## src/rtl/core/cbts_pkg.sv

```systemverilog
// shared types and constants for the can bit timing search block
// no dependencies
`default_nettype none

package cbts_pkg;

   localparam int BIT_RATE_W = 20;
   localparam int CLOCK_W    = 32;
   localparam int PRESC_W    = 4;
   localparam int TIMING_W   = 15;
   localparam int REST_W     = 4;
   localparam int DIV_CNT_W  = 5;

   localparam logic [CLOCK_W-1:0]   CLOCK_RATE_RESET = 32'd48000000;
   localparam logic [REST_W-1:0]    REST_LAST        = 4'd14;
   localparam logic [DIV_CNT_W-1:0] DIV_CNT_LAST     = 5'd31;
   localparam logic [1:0]           SJW_MAX          = 2'd3;

   typedef struct packed {
      logic start;
      logic div_step;
      logic srch_init;
      logic srch_step;
      logic load_out;
      logic hit;
   } cmd_type;

   typedef struct packed {
      logic match;
      logic last;
   } status_type;

endpackage

`default_nettype wire

```

## src/rtl/core/cbts_ctrl.sv

```systemverilog
// sequencer for the bit timing search: divide, search, hand off result
// depends on cbts_pkg
`default_nettype none

module cbts_ctrl (
   input  wire logic                 clock,
   input  wire logic                 reset,
   input  wire logic                 req_valid,
   output logic                      req_ready,
   output logic                      rsp_valid,
   input  wire logic                 rsp_ready,
   input  wire cbts_pkg::status_type status,
   output cbts_pkg::cmd_type         cmd
);

   localparam logic [1:0] ST_IDLE   = 2'd0;
   localparam logic [1:0] ST_DIVIDE = 2'd1;
   localparam logic [1:0] ST_SEARCH = 2'd2;
   localparam logic [1:0] ST_FINISH = 2'd3;

   logic [1:0]                     state_ff, state_in;
   logic [cbts_pkg::DIV_CNT_W-1:0] cnt_ff, cnt_in;
   logic                           hit_ff, hit_in;
   logic                           rsp_valid_ff, rsp_valid_in;

   assign req_ready = (state_ff == ST_IDLE);
   assign rsp_valid = rsp_valid_ff;

   always_comb begin
      state_in     = state_ff;
      cnt_in       = cnt_ff;
      hit_in       = hit_ff;
      rsp_valid_in = rsp_valid_ff && !rsp_ready;
      cmd          = '0;
      cmd.hit      = hit_ff;
      case (state_ff)
         ST_IDLE: begin
            if (req_valid) begin
               cmd.start = 1'b1;
               cnt_in    = '0;
               state_in  = ST_DIVIDE;
            end
         end
         ST_DIVIDE: begin
            cmd.div_step = 1'b1;
            cnt_in       = cnt_ff + 1'b1;
            if (cnt_ff == cbts_pkg::DIV_CNT_LAST) begin
               cmd.srch_init = 1'b1;
               state_in      = ST_SEARCH;
            end
         end
         ST_SEARCH: begin
            if (status.match) begin
               hit_in   = 1'b1;
               state_in = ST_FINISH;
            end else if (status.last) begin
               hit_in   = 1'b0;
               state_in = ST_FINISH;
            end else begin
               cmd.srch_step = 1'b1;
            end
         end
         ST_FINISH: begin
            if (!rsp_valid_ff || rsp_ready) begin
               cmd.load_out = 1'b1;
               rsp_valid_in = 1'b1;
               state_in     = ST_IDLE;
            end
         end
         default: begin
            state_in = ST_IDLE;
         end
      endcase
   end

   always_ff @(posedge clock) begin
      if (reset) begin
         state_ff     <= ST_IDLE;
         cnt_ff       <= '0;
         hit_ff       <= 1'b0;
         rsp_valid_ff <= 1'b0;
      end else begin
         state_ff     <= state_in;
         cnt_ff       <= cnt_in;
         hit_ff       <= hit_in;
         rsp_valid_ff <= rsp_valid_in;
      end
   end

endmodule

`default_nettype wire

```

## src/rtl/core/cbts_dp.sv

```systemverilog
// datapath: clock rate register, restoring divider, search counters, result word
// depends on cbts_pkg
`default_nettype none

module cbts_dp #(
   parameter int MAX_DIVIDER = 15,
   parameter int MAX_QUANTA  = 32
) (
   input  wire logic                            clock,
   input  wire logic                            reset,
   input  wire logic                            csr_write_enable,
   input  wire logic [cbts_pkg::CLOCK_W-1:0]    csr_write_data,
   input  wire logic [cbts_pkg::BIT_RATE_W-1:0] req_bit_rate,
   input  wire cbts_pkg::cmd_type               cmd,
   output cbts_pkg::status_type                 status,
   output logic [cbts_pkg::PRESC_W-1:0]         rsp_prescaler,
   output logic [cbts_pkg::TIMING_W-1:0]        rsp_timing_word,
   output logic                                 rsp_found
);

   localparam int D1_W = $clog2(MAX_DIVIDER + 2);
   localparam int QW   = $clog2(MAX_QUANTA + 1);
   localparam int BW   = D1_W + QW;
   localparam int PW   = BW + 5;
   localparam int CW   = cbts_pkg::CLOCK_W;
   localparam int RW   = cbts_pkg::BIT_RATE_W;

   localparam logic [D1_W-1:0] D1_LAST = D1_W'(MAX_DIVIDER + 1);
   localparam logic [QW-1:0]   QM_LAST = QW'(MAX_QUANTA - 1);

   logic [CW-1:0] clock_rate_ff;
   logic [CW-1:0] quo_ff, quo_in;
   logic [RW-1:0] rem_ff, rem_in;
   logic [RW-1:0] divisor_ff;
   logic          zero_ff;

   logic [D1_W-1:0]                 d1_ff, d1_in;
   logic [QW-1:0]                   qm_ff, qm_in;
   logic [cbts_pkg::REST_W-1:0]     rest_ff, rest_in;
   logic [BW-1:0]                   base_ff, base_in;
   logic [PW-1:0]                   prod_ff, prod_in;

   logic [RW+1:0] diff;
   logic [RW:0]   shifted;
   logic [D1_W-1:0] d1_next;
   logic [BW-1:0]   base_next;

   logic [2:0] seg1;
   logic [2:0] seg2;
   logic [1:0] sjw;

   logic [cbts_pkg::PRESC_W-1:0]  presc_ff;
   logic [cbts_pkg::TIMING_W-1:0] timing_ff;
   logic                          found_ff;

   // csr
   always_ff @(posedge clock) begin
      if (reset) begin
         clock_rate_ff <= cbts_pkg::CLOCK_RATE_RESET;
      end else if (csr_write_enable) begin
         clock_rate_ff <= csr_write_data;
      end
   end

   // restoring divider, one quotient bit per cycle
   assign shifted = {rem_ff, quo_ff[CW-1]};
   assign diff    = {1'b0, shifted} - {2'b00, divisor_ff};

   always_comb begin
      quo_in = quo_ff;
      rem_in = rem_ff;
      if (cmd.start) begin
         quo_in = clock_rate_ff;
         rem_in = '0;
      end else if (cmd.div_step) begin
         if (!diff[RW+1]) begin
            rem_in = diff[RW-1:0];
            quo_in = {quo_ff[CW-2:0], 1'b1};
         end else begin
            rem_in = shifted[RW-1:0];
            quo_in = {quo_ff[CW-2:0], 1'b0};
         end
      end
   end

   always_ff @(posedge clock) begin
      quo_ff <= quo_in;
      rem_ff <= rem_in;
      if (cmd.start) begin
         divisor_ff <= req_bit_rate;
         zero_ff    <= (req_bit_rate == '0);
      end
   end

   // search counters, product kept as running sum
   assign d1_next   = d1_ff + 1'b1;
   assign base_next = base_ff + BW'(d1_ff);

   always_comb begin
      d1_in   = d1_ff;
      qm_in   = qm_ff;
      rest_in = rest_ff;
      base_in = base_ff;
      prod_in = prod_ff;
      if (cmd.srch_init) begin
         d1_in   = D1_W'(1);
         qm_in   = '0;
         rest_in = '0;
         base_in = BW'(1);
         prod_in = PW'(3);
      end else if (cmd.srch_step) begin
         if (rest_ff != cbts_pkg::REST_LAST) begin
            rest_in = rest_ff + 1'b1;
            prod_in = prod_ff + PW'(base_ff);
         end else if (qm_ff != QM_LAST) begin
            rest_in = '0;
            qm_in   = qm_ff + 1'b1;
            base_in = base_next;
            prod_in = PW'(base_next) + PW'({base_next, 1'b0});
         end else begin
            rest_in = '0;
            qm_in   = '0;
            d1_in   = d1_next;
            base_in = BW'(d1_next);
            prod_in = PW'(d1_next) + PW'({d1_next, 1'b0});
         end
      end
   end

   always_ff @(posedge clock) begin
      d1_ff   <= d1_in;
      qm_ff   <= qm_in;
      rest_ff <= rest_in;
      base_ff <= base_in;
      prod_ff <= prod_in;
   end

   assign status.match = !zero_ff && (CW'(prod_ff) == quo_ff);
   assign status.last  = (d1_ff == D1_LAST) && (qm_ff == QM_LAST)
                         && (rest_ff == cbts_pkg::REST_LAST);

   // result word
   assign seg1 = rest_ff[3:1];
   assign seg2 = 3'(rest_ff - {1'b0, seg1});
   assign sjw  = (seg1 > 3'(cbts_pkg::SJW_MAX)) ? cbts_pkg::SJW_MAX : seg1[1:0];

   always_ff @(posedge clock) begin
      if (cmd.load_out) begin
         if (cmd.hit) begin
            presc_ff  <= cbts_pkg::PRESC_W'(d1_ff - 1'b1);
            timing_ff <= {seg2, 1'b0, seg1, sjw, 6'(qm_ff)};
            found_ff  <= 1'b1;
         end else begin
            presc_ff  <= '0;
            timing_ff <= '0;
            found_ff  <= 1'b0;
         end
      end
   end

   assign rsp_prescaler   = presc_ff;
   assign rsp_timing_word = timing_ff;
   assign rsp_found       = found_ff;

endmodule

`default_nettype wire

```

## src/rtl/core/can_bit_timing_search.sv

```systemverilog
// top level of the can bit timing search: sequencer plus datapath
// depends on cbts_pkg, cbts_ctrl, cbts_dp
//
//   port group   dir   handshake             payload
//   req_         in    req_valid/req_ready   req_bit_rate
//   rsp_         out   rsp_valid/rsp_ready   rsp_prescaler, rsp_timing_word, rsp_found
//   csr_         in    csr_write_enable      csr_write_data (clock rate)
//
// one word at a time: the word is accepted, the restoring divider forms the quotient bit by bit,
// then one search step per cycle over up to (MAX_DIVIDER+1)*MAX_QUANTA*15
// combinations, and the result is loaded into the output register. the output
// register holds a result until taken, so the next word is accepted while the
// result still waits. reset is synchronous, active high.
`default_nettype none

module can_bit_timing_search #(
   parameter int MAX_DIVIDER = 15,
   parameter int MAX_QUANTA  = 32
) (
   input  wire logic                            clock,
   input  wire logic                            reset,
   input  wire logic                            csr_write_enable,
   input  wire logic [cbts_pkg::CLOCK_W-1:0]    csr_write_data,
   input  wire logic                            req_valid,
   output logic                                 req_ready,
   input  wire logic [cbts_pkg::BIT_RATE_W-1:0] req_bit_rate,
   output logic                                 rsp_valid,
   input  wire logic                            rsp_ready,
   output logic [cbts_pkg::PRESC_W-1:0]         rsp_prescaler,
   output logic [cbts_pkg::TIMING_W-1:0]        rsp_timing_word,
   output logic                                 rsp_found
);

   cbts_pkg::cmd_type    cmd;
   cbts_pkg::status_type status;

   cbts_ctrl u_ctrl (
      .clock     (clock),
      .reset     (reset),
      .req_valid (req_valid),
      .req_ready (req_ready),
      .rsp_valid (rsp_valid),
      .rsp_ready (rsp_ready),
      .status    (status),
      .cmd       (cmd)
   );

   cbts_dp #(
      .MAX_DIVIDER (MAX_DIVIDER),
      .MAX_QUANTA  (MAX_QUANTA)
   ) u_dp (
      .clock            (clock),
      .reset            (reset),
      .csr_write_enable (csr_write_enable),
      .csr_write_data   (csr_write_data),
      .req_bit_rate     (req_bit_rate),
      .cmd              (cmd),
      .status           (status),
      .rsp_prescaler    (rsp_prescaler),
      .rsp_timing_word  (rsp_timing_word),
      .rsp_found        (rsp_found)
   );

   a_busy_after_accept: assert property (@(posedge clock) disable iff (reset)
      req_valid && req_ready |=> !req_ready)
      else $error("block still ready after taking a word");

   a_miss_is_zero: assert property (@(posedge clock) disable iff (reset)
      rsp_valid && !rsp_found |-> rsp_prescaler == '0 && rsp_timing_word == '0)
      else $error("no-match result carries nonzero fields");

   a_sjw_cap: assert property (@(posedge clock) disable iff (reset)
      rsp_valid && rsp_found && rsp_timing_word[11:8] >= 4'd3 |->
         rsp_timing_word[7:6] == 2'd3)
      else $error("sync jump width not capped at three");

   a_one_step_kind: assert property (@(posedge clock) disable iff (reset)
      !(cmd.div_step && cmd.srch_step) && !(cmd.start && cmd.load_out))
      else $error("conflicting datapath commands");

endmodule

`default_nettype wire

```

## config.mk

```make
export PLATFORM = sky130hd
export DESIGN_NAME = can_bit_timing_search
export DESIGN_NICKNAME = d
export VERILOG_FILES = /design/src/rtl/core/cbts_pkg.sv /design/src/rtl/core/cbts_ctrl.sv /design/src/rtl/core/cbts_dp.sv /design/src/rtl/core/can_bit_timing_search.sv
export SDC_FILE = /design/constraint.sdc
export NUM_CORES = 1
export LEC_CHECK = 0
export BUFFER_PORTS_ARGS = -buffer_cell sky130_fd_sc_hd__buf_4
export CAP_MARGIN = 20
export CORE_ASPECT_RATIO = 1.75
export CORE_MARGIN = 1.5
export CORE_UTILIZATION = 43
export DETAILED_ROUTE_END_ITERATION = 10
export PLACE_DENSITY_LB_ADDON = 0.12
export SETUP_SLACK_MARGIN = 0.15
export SLEW_MARGIN = 20
export SYNTH_ARGS = -nofsm -noshare
export SYNTH_HDL_FRONTEND = slang
export SYNTH_HIERARCHICAL = 1
export SYNTH_SLANG_ARGS = --single-unit
export TNS_END_PERCENT = 50
```

## constraint.sdc

```tcl
create_clock -name clock -period 4.5 [get_ports clock]
set_input_delay 0.9 -clock clock [delete_from_list [all_inputs] [get_ports clock]]
set_output_delay 0.9 -clock clock [all_outputs]
set_load 0.1 [all_outputs]
```

After elaboration in Yosys (flattened, before gate mapping)
Index checks and enable logic that the tools add are counted.

Flip-flop bits (word level): 176. Output and inout bits: 22.

Reductions and logical operators: 18. Order comparisons: 1. Add/subtract/negate cells: 11. Mux-type cells: 32. Equality and inequality tests: 14. Bitwise gates (word level): 2.

Operators with widths (number): $mux 32 (2); $eq 16x32->1 (1); $mux 16 (2); $sub 21x20->22 (1); $logic_not 20->1 (1); $mux 20 (1); $add 16x11->16 (1); $mux 1 (14); $mux 2 (7); $add 11x12->13 (1); $add 11x5->11 (1); $mux 11 (1); $add 5x1->5 const B (2); $eq 5x5->1 const B (2); $pmux 5 s2 (1); $pmux 2 s4 (1); $add 5x6->7 (1); $add 6x1->6 const B (1); $eq 6x5->1 const B (1); $mux 6 (1); $ne 6x5->1 const B (1); $reduce_and 2->1 (3); $reduce_bool 2->1 (3); $mux 5 (1); other kinds (19) (27).

Longest topological paths before layout
Gate-level depths: netlist of run 1.

Depth in word-level cells: 7. Mapped depth: 15.

Cells and area by module
Netlist of run 1, hierarchy kept.

Modules (own cells, without submodules): cbts_dp (instances 1, cells each 978, area each 9496.6 sq um); cbts_ctrl (instances 1, cells each 59, area each 544.3 sq um).

Worst setup path before layout of run 1
OpenSTA, ideal clock, no wires.

Kind: reg-to-reg. Start point: reg u_ctrl.state_ff[0]. End point: reg u_dp.quo_ff[10], data pin. Path buffers: 2. Data required time: 4240 ps. Slack: 1225 ps. Arrival time: 3015 ps. Library setup time: 260 ps. Cell stages (with the launch flop): 7. Cell sequence: dfxtp_1 inv_1 ha_1 and2_1 clkbuf_1 buf_1 mux2_2.

RTL lines: start: declaration (RTL line cbts_ctrl.sv:21) `logic [1:0] state_ff, state_in;`; start signal: assignment (RTL line cbts_ctrl.sv:83) `state_ff <= state_in;`; end signal: assignment (RTL line cbts_dp.sv:87) `quo_ff <= quo_in;`; end: declaration (RTL line cbts_dp.sv:32) `logic [CW-1:0] quo_ff, quo_in;`.

Worst setup path in the final report of run 1
Start point: reg u_dp.d1_ff[0]. End point: reg u_dp.prod_ff[9].

Longest elaborated chain between the ends: 6. Elaborated cells on any way between the ends: 10. Those cells by class: add/sub (2); eq/ne (1); mux (5); reduce/logical (2).

Ends and longest elaborated chain: start: declaration (RTL line cbts_dp.sv:37) `logic [D1_W-1:0] d1_ff, d1_in;`; start signal: assignment (RTL line cbts_dp.sv:131) `d1_ff <= d1_in;`; parallel branches: the longest is 6 deep, another holds $add 11x12->13; end signal: assignment (RTL line cbts_dp.sv:135) `prod_ff <= prod_in;`; end: declaration (RTL line cbts_dp.sv:41) `logic [PW-1:0] prod_ff, prod_in;`.

Parallel ways; which one is timed is not known. A chain may end at the register's enable or synchronous reset.

==> results.sh, run 1 <==
export IMPL_status="completed"
export IMPL_period_needed_ns=3.54
export IMPL_endpoint_kind="flop"
export IMPL_fin_crit_sh_pct=78.7
export IMPL_ys_warn_count=6
export IMPL_synth_area_leaders="edfxtp_1 (22%), dfxtp_1 (21%), ha_1 (8.5%), nor2_1 (3.8%), mux2_2 (3.6%)"
export IMPL_antenna_found_initial=0
export IMPL_portBuffers=77
export IMPL_chipWidth_um=119
export IMPL_overflow=0
export IMPL_clock_sinks=175
export IMPL_leakagePower_nw=4.82
export IMPL_dp_cells=1376
export IMPL_synth_main_ff_cell="dfxtp_1"
export IMPL_netlist_instances=1037
export IMPL_firstDrtPassIters=5
export IMPL_total_power_mw=6.69
export IMPL_ys_ff_latch=175
export IMPL_cap_violations=0
export IMPL_final_area_um2=11400
export IMPL_antenna_cells=0
export IMPL_syn_num_nets=1167
export IMPL_setup_viol=0
export IMPL_drc=0
export IMPL_clk_latency_ns=0.44
export IMPL_wl_per_cell_um=16.7
export IMPL_cp_required_ns=4.85
export IMPL_rsz0062_at_grt="false"
export IMPL_timing_fmax_mhz=282
export IMPL_worstPathArrival_ns=3.90
export IMPL_max_slew_margin_pct=29.1
export IMPL_synth_top_cell_by_area="edfxtp_1"
export IMPL_ctsHoldBuffers=0
export IMPL_slew_viol_final=0
export IMPL_grt_first_pass_wirelength_um=38500
export IMPL_peakVddDrop_mv=0.293
export IMPL_dp_hpwl_um=17600
export IMPL_coreArea_um2=22800
export IMPL_routed_wl_um=23500
export IMPL_fin_setup_tns_ns=0
export IMPL_crit_fanout=10
export IMPL_ys_seq_area_share_pct=42.1
export IMPL_track_usage_pct=20.1
export IMPL_drive_gt1_share_pct=15.1
export IMPL_synth_area_um2=10000
export IMPL_stdcell_count=1408
export IMPL_cts_repair_resized=0
export IMPL_gp_congestion=0.837
export IMPL_synth_edff_count=72
export IMPL_routed_via_density=5.39
export IMPL_areaGrowthSynthToFinish_pct=14.0
export IMPL_cts_max_level=4
export IMPL_worstSetupStartpointType="flop"
export IMPL_grt_max_degree=49
export IMPL_synth_distinct_cells=71
export IMPL_placed_area_um2=10900
export IMPL_nets=1225
export IMPL_drtIter0Drc=392
export IMPL_root_buffer="clkbuf_16"
export IMPL_clkTransAtPathRegs_ns=0.07
export IMPL_worstHoldPathType="flop to flop"
export IMPL_critical_path_class="flop to flop"
export IMPL_fin_skew_ns=0.00872
export IMPL_clock_path_buffers=2
export IMPL_vias=7594
export IMPL_die_h_um=205
export IMPL_post_cts_setup_buffers=0
export IMPL_initial_core_util_pct=44.0
export IMPL_grt_pass1_vias=7644
export IMPL_async_flop_share_pct=0
export IMPL_p_per_area_nw_per_um2=585
export IMPL_dieArea_um2=24300
export IMPL_cts_tree="yes"
export IMPL_syn_area_per_cell_um2=9.68
export IMPL_finalHoldViolations=0
export IMPL_worst_pin_slew_ns=1.06
export IMPL_netlist_area_leader_share_pct=21.5
export IMPL_ant_nets=0
export IMPL_cts_made_buffers=17
export IMPL_num_rows=73
export IMPL_io_pin_count=79
==> cells in the final DEF (no fill, tap or decap), drive strengths merged, types with 6 or more instances in the layout <==
cell type / instances
a211o: 14
a211oi: 13
a21o: 9
a21oi: 42
a311oi: 19
a31oi: 10
and2: 19
and3: 7
buf: 86
clkbuf: 18
dfxtp: 103
edfxtp: 72
ha: 68
inv: 57
mux2: 32
mux2i: 29
nand2: 76
nand2b: 17
nand3: 15
nand4: 9
nor2: 101
nor2b: 22
nor3: 22
nor3b: 8
nor4: 13
o211ai: 9
o21a: 7
o21ai: 45
o21bai: 6
or2: 9
or3: 12
xnor2: 28
xor2: 40
==> layer usage <==
metal,track usage [%],vias to the layer above,part of all wire [%]
li1,-,3855,-
met1,21.3,3626,40
met2,38.9,87,56
met3,3.54,26,2.2
met4,7.75,0,2.6
met5,0,-,0
==> state kept, by name (all words and copies together), names as in the netlist, 5 cells and up <==
signal                cells
u_ctrl/cnt_ff             5
u_dp/base_ff             11
u_dp/clock_rate_ff       32
u_dp/d1_ff                5
u_dp/divisor_ff          20
u_dp/prod_ff             16
u_dp/qm_ff                6
u_dp/quo_ff              32
u_dp/rem_ff              20
u_dp/rsp_timing_word     14
==> power by group <==
part	leakage [nW]	switching [mW]	internal [mW]
Sequential	1.55	0.311	2.17
Combinational	2.99	1.58	1.15
Clock	0.277	0.654	0.825
==> cells in the mapped netlist, drive strengths merged, types with 6 or more instances <==
cell type and instances:
a211oi 13, or3 12, a311oi 19, nor3b 8
or2 9, and3 7, nand2 76, nor2b 22
xnor2 28, nand2b 17, mux2 32, inv 53
nand3 15, ha 68, a21oi 42, edfxtp 72
a31oi 10, nor3 22, dfxtp 103, o21bai 6
a21o 9, o211ai 9, a211o 14, o21ai 45
nor4 13, o21a 7, mux2i 29, nand4 9
buf 11, and2 19, clkbuf 36, xor2 40
nor2 101
==> worst paths after layout <==
check,start,to,slack [ns],cells after the start
worst max-delay path,u_dp/d1_ff[0]$_SDFFE_PP1P_,u_dp/prod_ff[9]$_SDFFE_PP0P_,0.96,12
worst min-delay path,u_dp/clock_rate_ff[7]$_SDFFE_PP0P_,u_dp/clock_rate_ff[7]$_SDFFE_PP0P_,0.49,2
worst max register to register,u_dp/d1_ff[0]$_SDFFE_PP1P_,u_dp/prod_ff[9]$_SDFFE_PP0P_,0.96,12
worst min register to register,u_dp/clock_rate_ff[7]$_SDFFE_PP0P_,u_dp/clock_rate_ff[7]$_SDFFE_PP0P_,0.49,2
==> worst max-delay path: stages, from the launching register on <==
cell and delay [ns]:
dfxtp_1 0.43, ha_1 0.31, fa_1 0.42, a211o_1 0.33, a21oi_1 0.30, nor2_1 0.10, xor2_1 0.18, ha_1 0.38
a31oi_1 0.12, a211oi_1 0.40, nor3_1 0.09, nand3b_1 0.16, a311oi_1 0.24
==> layout make-up <==
cell class,count,area [µm²]
fill,2158,11400
multi-input combinational,762,5420
sequential,175,4220
timing repair buffer,86,646
clock buffer,18,429
tap,300,375
inverter,53,199
clock inverter,14,155
==> cells by family (layout without fill, tap and decap cells) <==
kind of cell	Yosys count	after routing	synth area share, %
DFF	175	175	42.1
and+or+nand+nor	350	350	17.7
AOI/OAI and AO/OA	209	209	14.3
buffers and inverters	100	171	4.00
muxes	61	61	6.48
other	1	1	0.0373
xor gates and xnor gates	68	68	5.93
adders and majority gates	73	73	9.47
==> stage by stage <==
stage / hold WS (ns) / util, % / setup slack (ns)
finish: 0.493 / 50.1 / 0.958
global route: 0.524 / 50.1 / 0.680
CTS: 0.497 / 50.1 / 1.01
detailed placement: 0.477 / 47.6 / 1.03
global placement: 0.470 / 47.6 / 1.08
floorplan: 0.451 / - / 1.22
Note: power is estimated with default switching activity, not from simulation.
==> run 2: changes to the inputs <==
Clock period 4.5 ns to 3.5 ns, I/O delays scaled along.
==> results.sh, run 2 (synthesis results as in run 1) <==
export IMPL_cap_violations=0
export IMPL_cts_tree="yes"
export IMPL_num_rows=73
export IMPL_gp_congestion=0.866
export IMPL_finalHoldViolations=0
export IMPL_overflow=0
export IMPL_fin_setup_tns_ns=0
export IMPL_slew_viol_final=0
export IMPL_worstHoldPathType="input pin to flop"
export IMPL_clock_sinks=175
export IMPL_portBuffers=77
export IMPL_worst_pin_slew_ns=0.811
export IMPL_dieArea_um2=24300
export IMPL_grt_first_pass_wirelength_um=39700
export IMPL_nets=1242
export IMPL_antenna_cells=0
export IMPL_stdcell_count=1425
export IMPL_setup_viol=0
export IMPL_rsz0062_at_grt="true"
export IMPL_hold_path_depth=1
export IMPL_grt_use_met2_pct=39.8
export IMPL_crit_fanout=5
export IMPL_cp_required_ns=3.82
export IMPL_grt_pass1_vias=7993
export IMPL_peakVddDrop_mv=0.396
export IMPL_vias=7752
export IMPL_hold_end="u_dp/divisor_ff[6]$_DFFE_PP_"
export IMPL_antenna_found_initial=0
export IMPL_min_from="req_bit_rate[6]"
export IMPL_grt_max_degree=49
export IMPL_die_h_um=205
export IMPL_worstPathArrival_ns=3.55
export IMPL_firstDrtPassIters=4
export IMPL_ant_nets=0
export IMPL_clock_path_buffers=2
export IMPL_wl_per_cell_um=17.0
export IMPL_grtUsageMet3_pct=2.81
export IMPL_status="completed"
export IMPL_r2r_cells=13
export IMPL_cp_slowest_stage_delay_ns=0.44
export IMPL_root_buffer="clkbuf_16"
export IMPL_dp_cells=1392
export IMPL_rr_endpoint="u_dp/prod_ff[12]$_SDFFE_PP0P_"
export IMPL_chipWidth_um=119
export IMPL_drive_gt1_share_pct=16.9
export IMPL_dp_hpwl_um=18100
export IMPL_max_slew_margin_pct=45.5
export IMPL_io_pin_count=79
export IMPL_clkTransAtPathRegs_ns=0.07
export IMPL_final_cell_mix="buf_4 (103), dfxtp_1 (102), nor2_1 (101)"
export IMPL_timing_fmax_mhz=310
export IMPL_drc=0
export IMPL_clk_latency_ns=0.44
export IMPL_worstSetupStartpointType="flop"
export IMPL_fin_crit_sh_pct=92.3
export IMPL_reg2reg_slack_ns=0.27
export IMPL_placed_area_um2=11000
export IMPL_fin_skew_ns=0.0105
export IMPL_cp_slowest_cell="fa_1"
export IMPL_routed_wl_um=24200
export IMPL_period_needed_ns=3.23
export IMPL_routed_via_density=5.44
export IMPL_r2r_start="u_dp/d1_ff[0]$_SDFFE_PP1P_"
export IMPL_p_per_area_nw_per_um2=757
export IMPL_track_usage_pct=20.6
export IMPL_initial_core_util_pct=44.0
export IMPL_worstPathCellList="ha_1, fa_1, a211o_1, a21oi_2, nor2_1, xor2_1, ha_1, or3_1, o21ai_0, a31o_2, o21ai_1, a31oi_1, a31oi_1"
export IMPL_drtIter0Drc=401
export IMPL_endpoint_kind="flop"
export IMPL_gr_max_usage_layer="met2"
export IMPL_final_common_cell="buf_4"
export IMPL_reg_top3="u_dp/clock_rate_ff: 32 flops, u_dp/quo_ff: 32 flops"
export IMPL_ctsHoldBuffers=0
export IMPL_critical_path_class="flop to flop"
export IMPL_cts_made_buffers=17
export IMPL_coreArea_um2=22800
export IMPL_areaGrowthSynthToFinish_pct=15.9
export IMPL_grt_use_met1_pct=21.4
export IMPL_cts_max_level=4
export IMPL_final_area_um2=11600
export IMPL_leakagePower_nw=4.93
run 2: timing repair:
| item | in CTS | in global routing |
|---|---|---|
| gates resized for setup | 0 | 6 |
| setup endpoints to repair | 0 | 4 |
| buffers inserted | 0 | 1 |
run 2: worst max path at each step:
stage / from / end / slack (ns)
floorplan: u_ctrl/state_ff[0]$_SDFFE_PP0P_ / u_dp/quo_ff[10]$_DFFE_PP_ / 0.22
global placement: u_dp/base_ff[0]$_SDFFE_PP1P_ / u_dp/prod_ff[9]$_SDFFE_PP0P_ / 0.37
detailed placement: u_dp/d1_ff[0]$_SDFFE_PP1P_ / u_dp/prod_ff[12]$_SDFFE_PP0P_ / 0.27
CTS: u_dp/d1_ff[0]$_SDFFE_PP1P_ / u_dp/prod_ff[9]$_SDFFE_PP0P_ / 0.26
global route: u_dp/d1_ff[0]$_SDFFE_PP1P_ / u_dp/prod_ff[12]$_SDFFE_PP0P_ / 0.11
finish: u_dp/d1_ff[0]$_SDFFE_PP1P_ / u_dp/prod_ff[12]$_SDFFE_PP0P_ / 0.27
run 2: critical path, delay by kind of cell (launching register included):
family	cells	cell delay, ns
DFF	1	0.32
and+or+nand+nor	2	0.38
adders and majority gates	3	1.00
xor gates and xnor gates	1	0.22
AOI/OAI and AO/OA	7	1.20
run 2: routing by layer:
metal  share of wire [%]  routed length [µm]  up-vias
li1                    -                   -     3894
met5                   0                   0        -
met1                  39                9360     3726
met3                 2.0                 480       41
met4                 4.1                 983        0
met2                  55               13300       91
run 2: metrics by stage:
step	setup slack [ns]	util, %	power [mW]	hold slack [ns]
after CTS	0.264	50.9	8.90	0.427
after detailed placement	0.275	48.1	6.84	0.482
final	0.271	51.0	8.82	0.447
after floorplan	0.225	-	5.91	0.451
after global placement	0.365	48.1	6.79	0.471
after global routing	0.106	51.0	9.47	0.427
run 2: cell type report:
| type | count | area, µm² |
|---|---|---|
| repair buffers | 103 | 773 |
| multi-input cells | 762 | 5430 |
| flip-flops and latches | 175 | 4230 |
| fillers | 2139 | 11200 |
| clock inverters | 10 | 108 |
| clock buffers | 22 | 528 |
| well taps | 300 | 375 |
| inverters | 53 | 199 |
run 2: report_power, final:
group / switching [mW] / total [mW] / internal, mW
Sequential: 0.407 / 3.20 / 2.80
Combinational: 2.10 / 3.60 / 1.50
Clock: 0.854 / 2.02 / 1.16
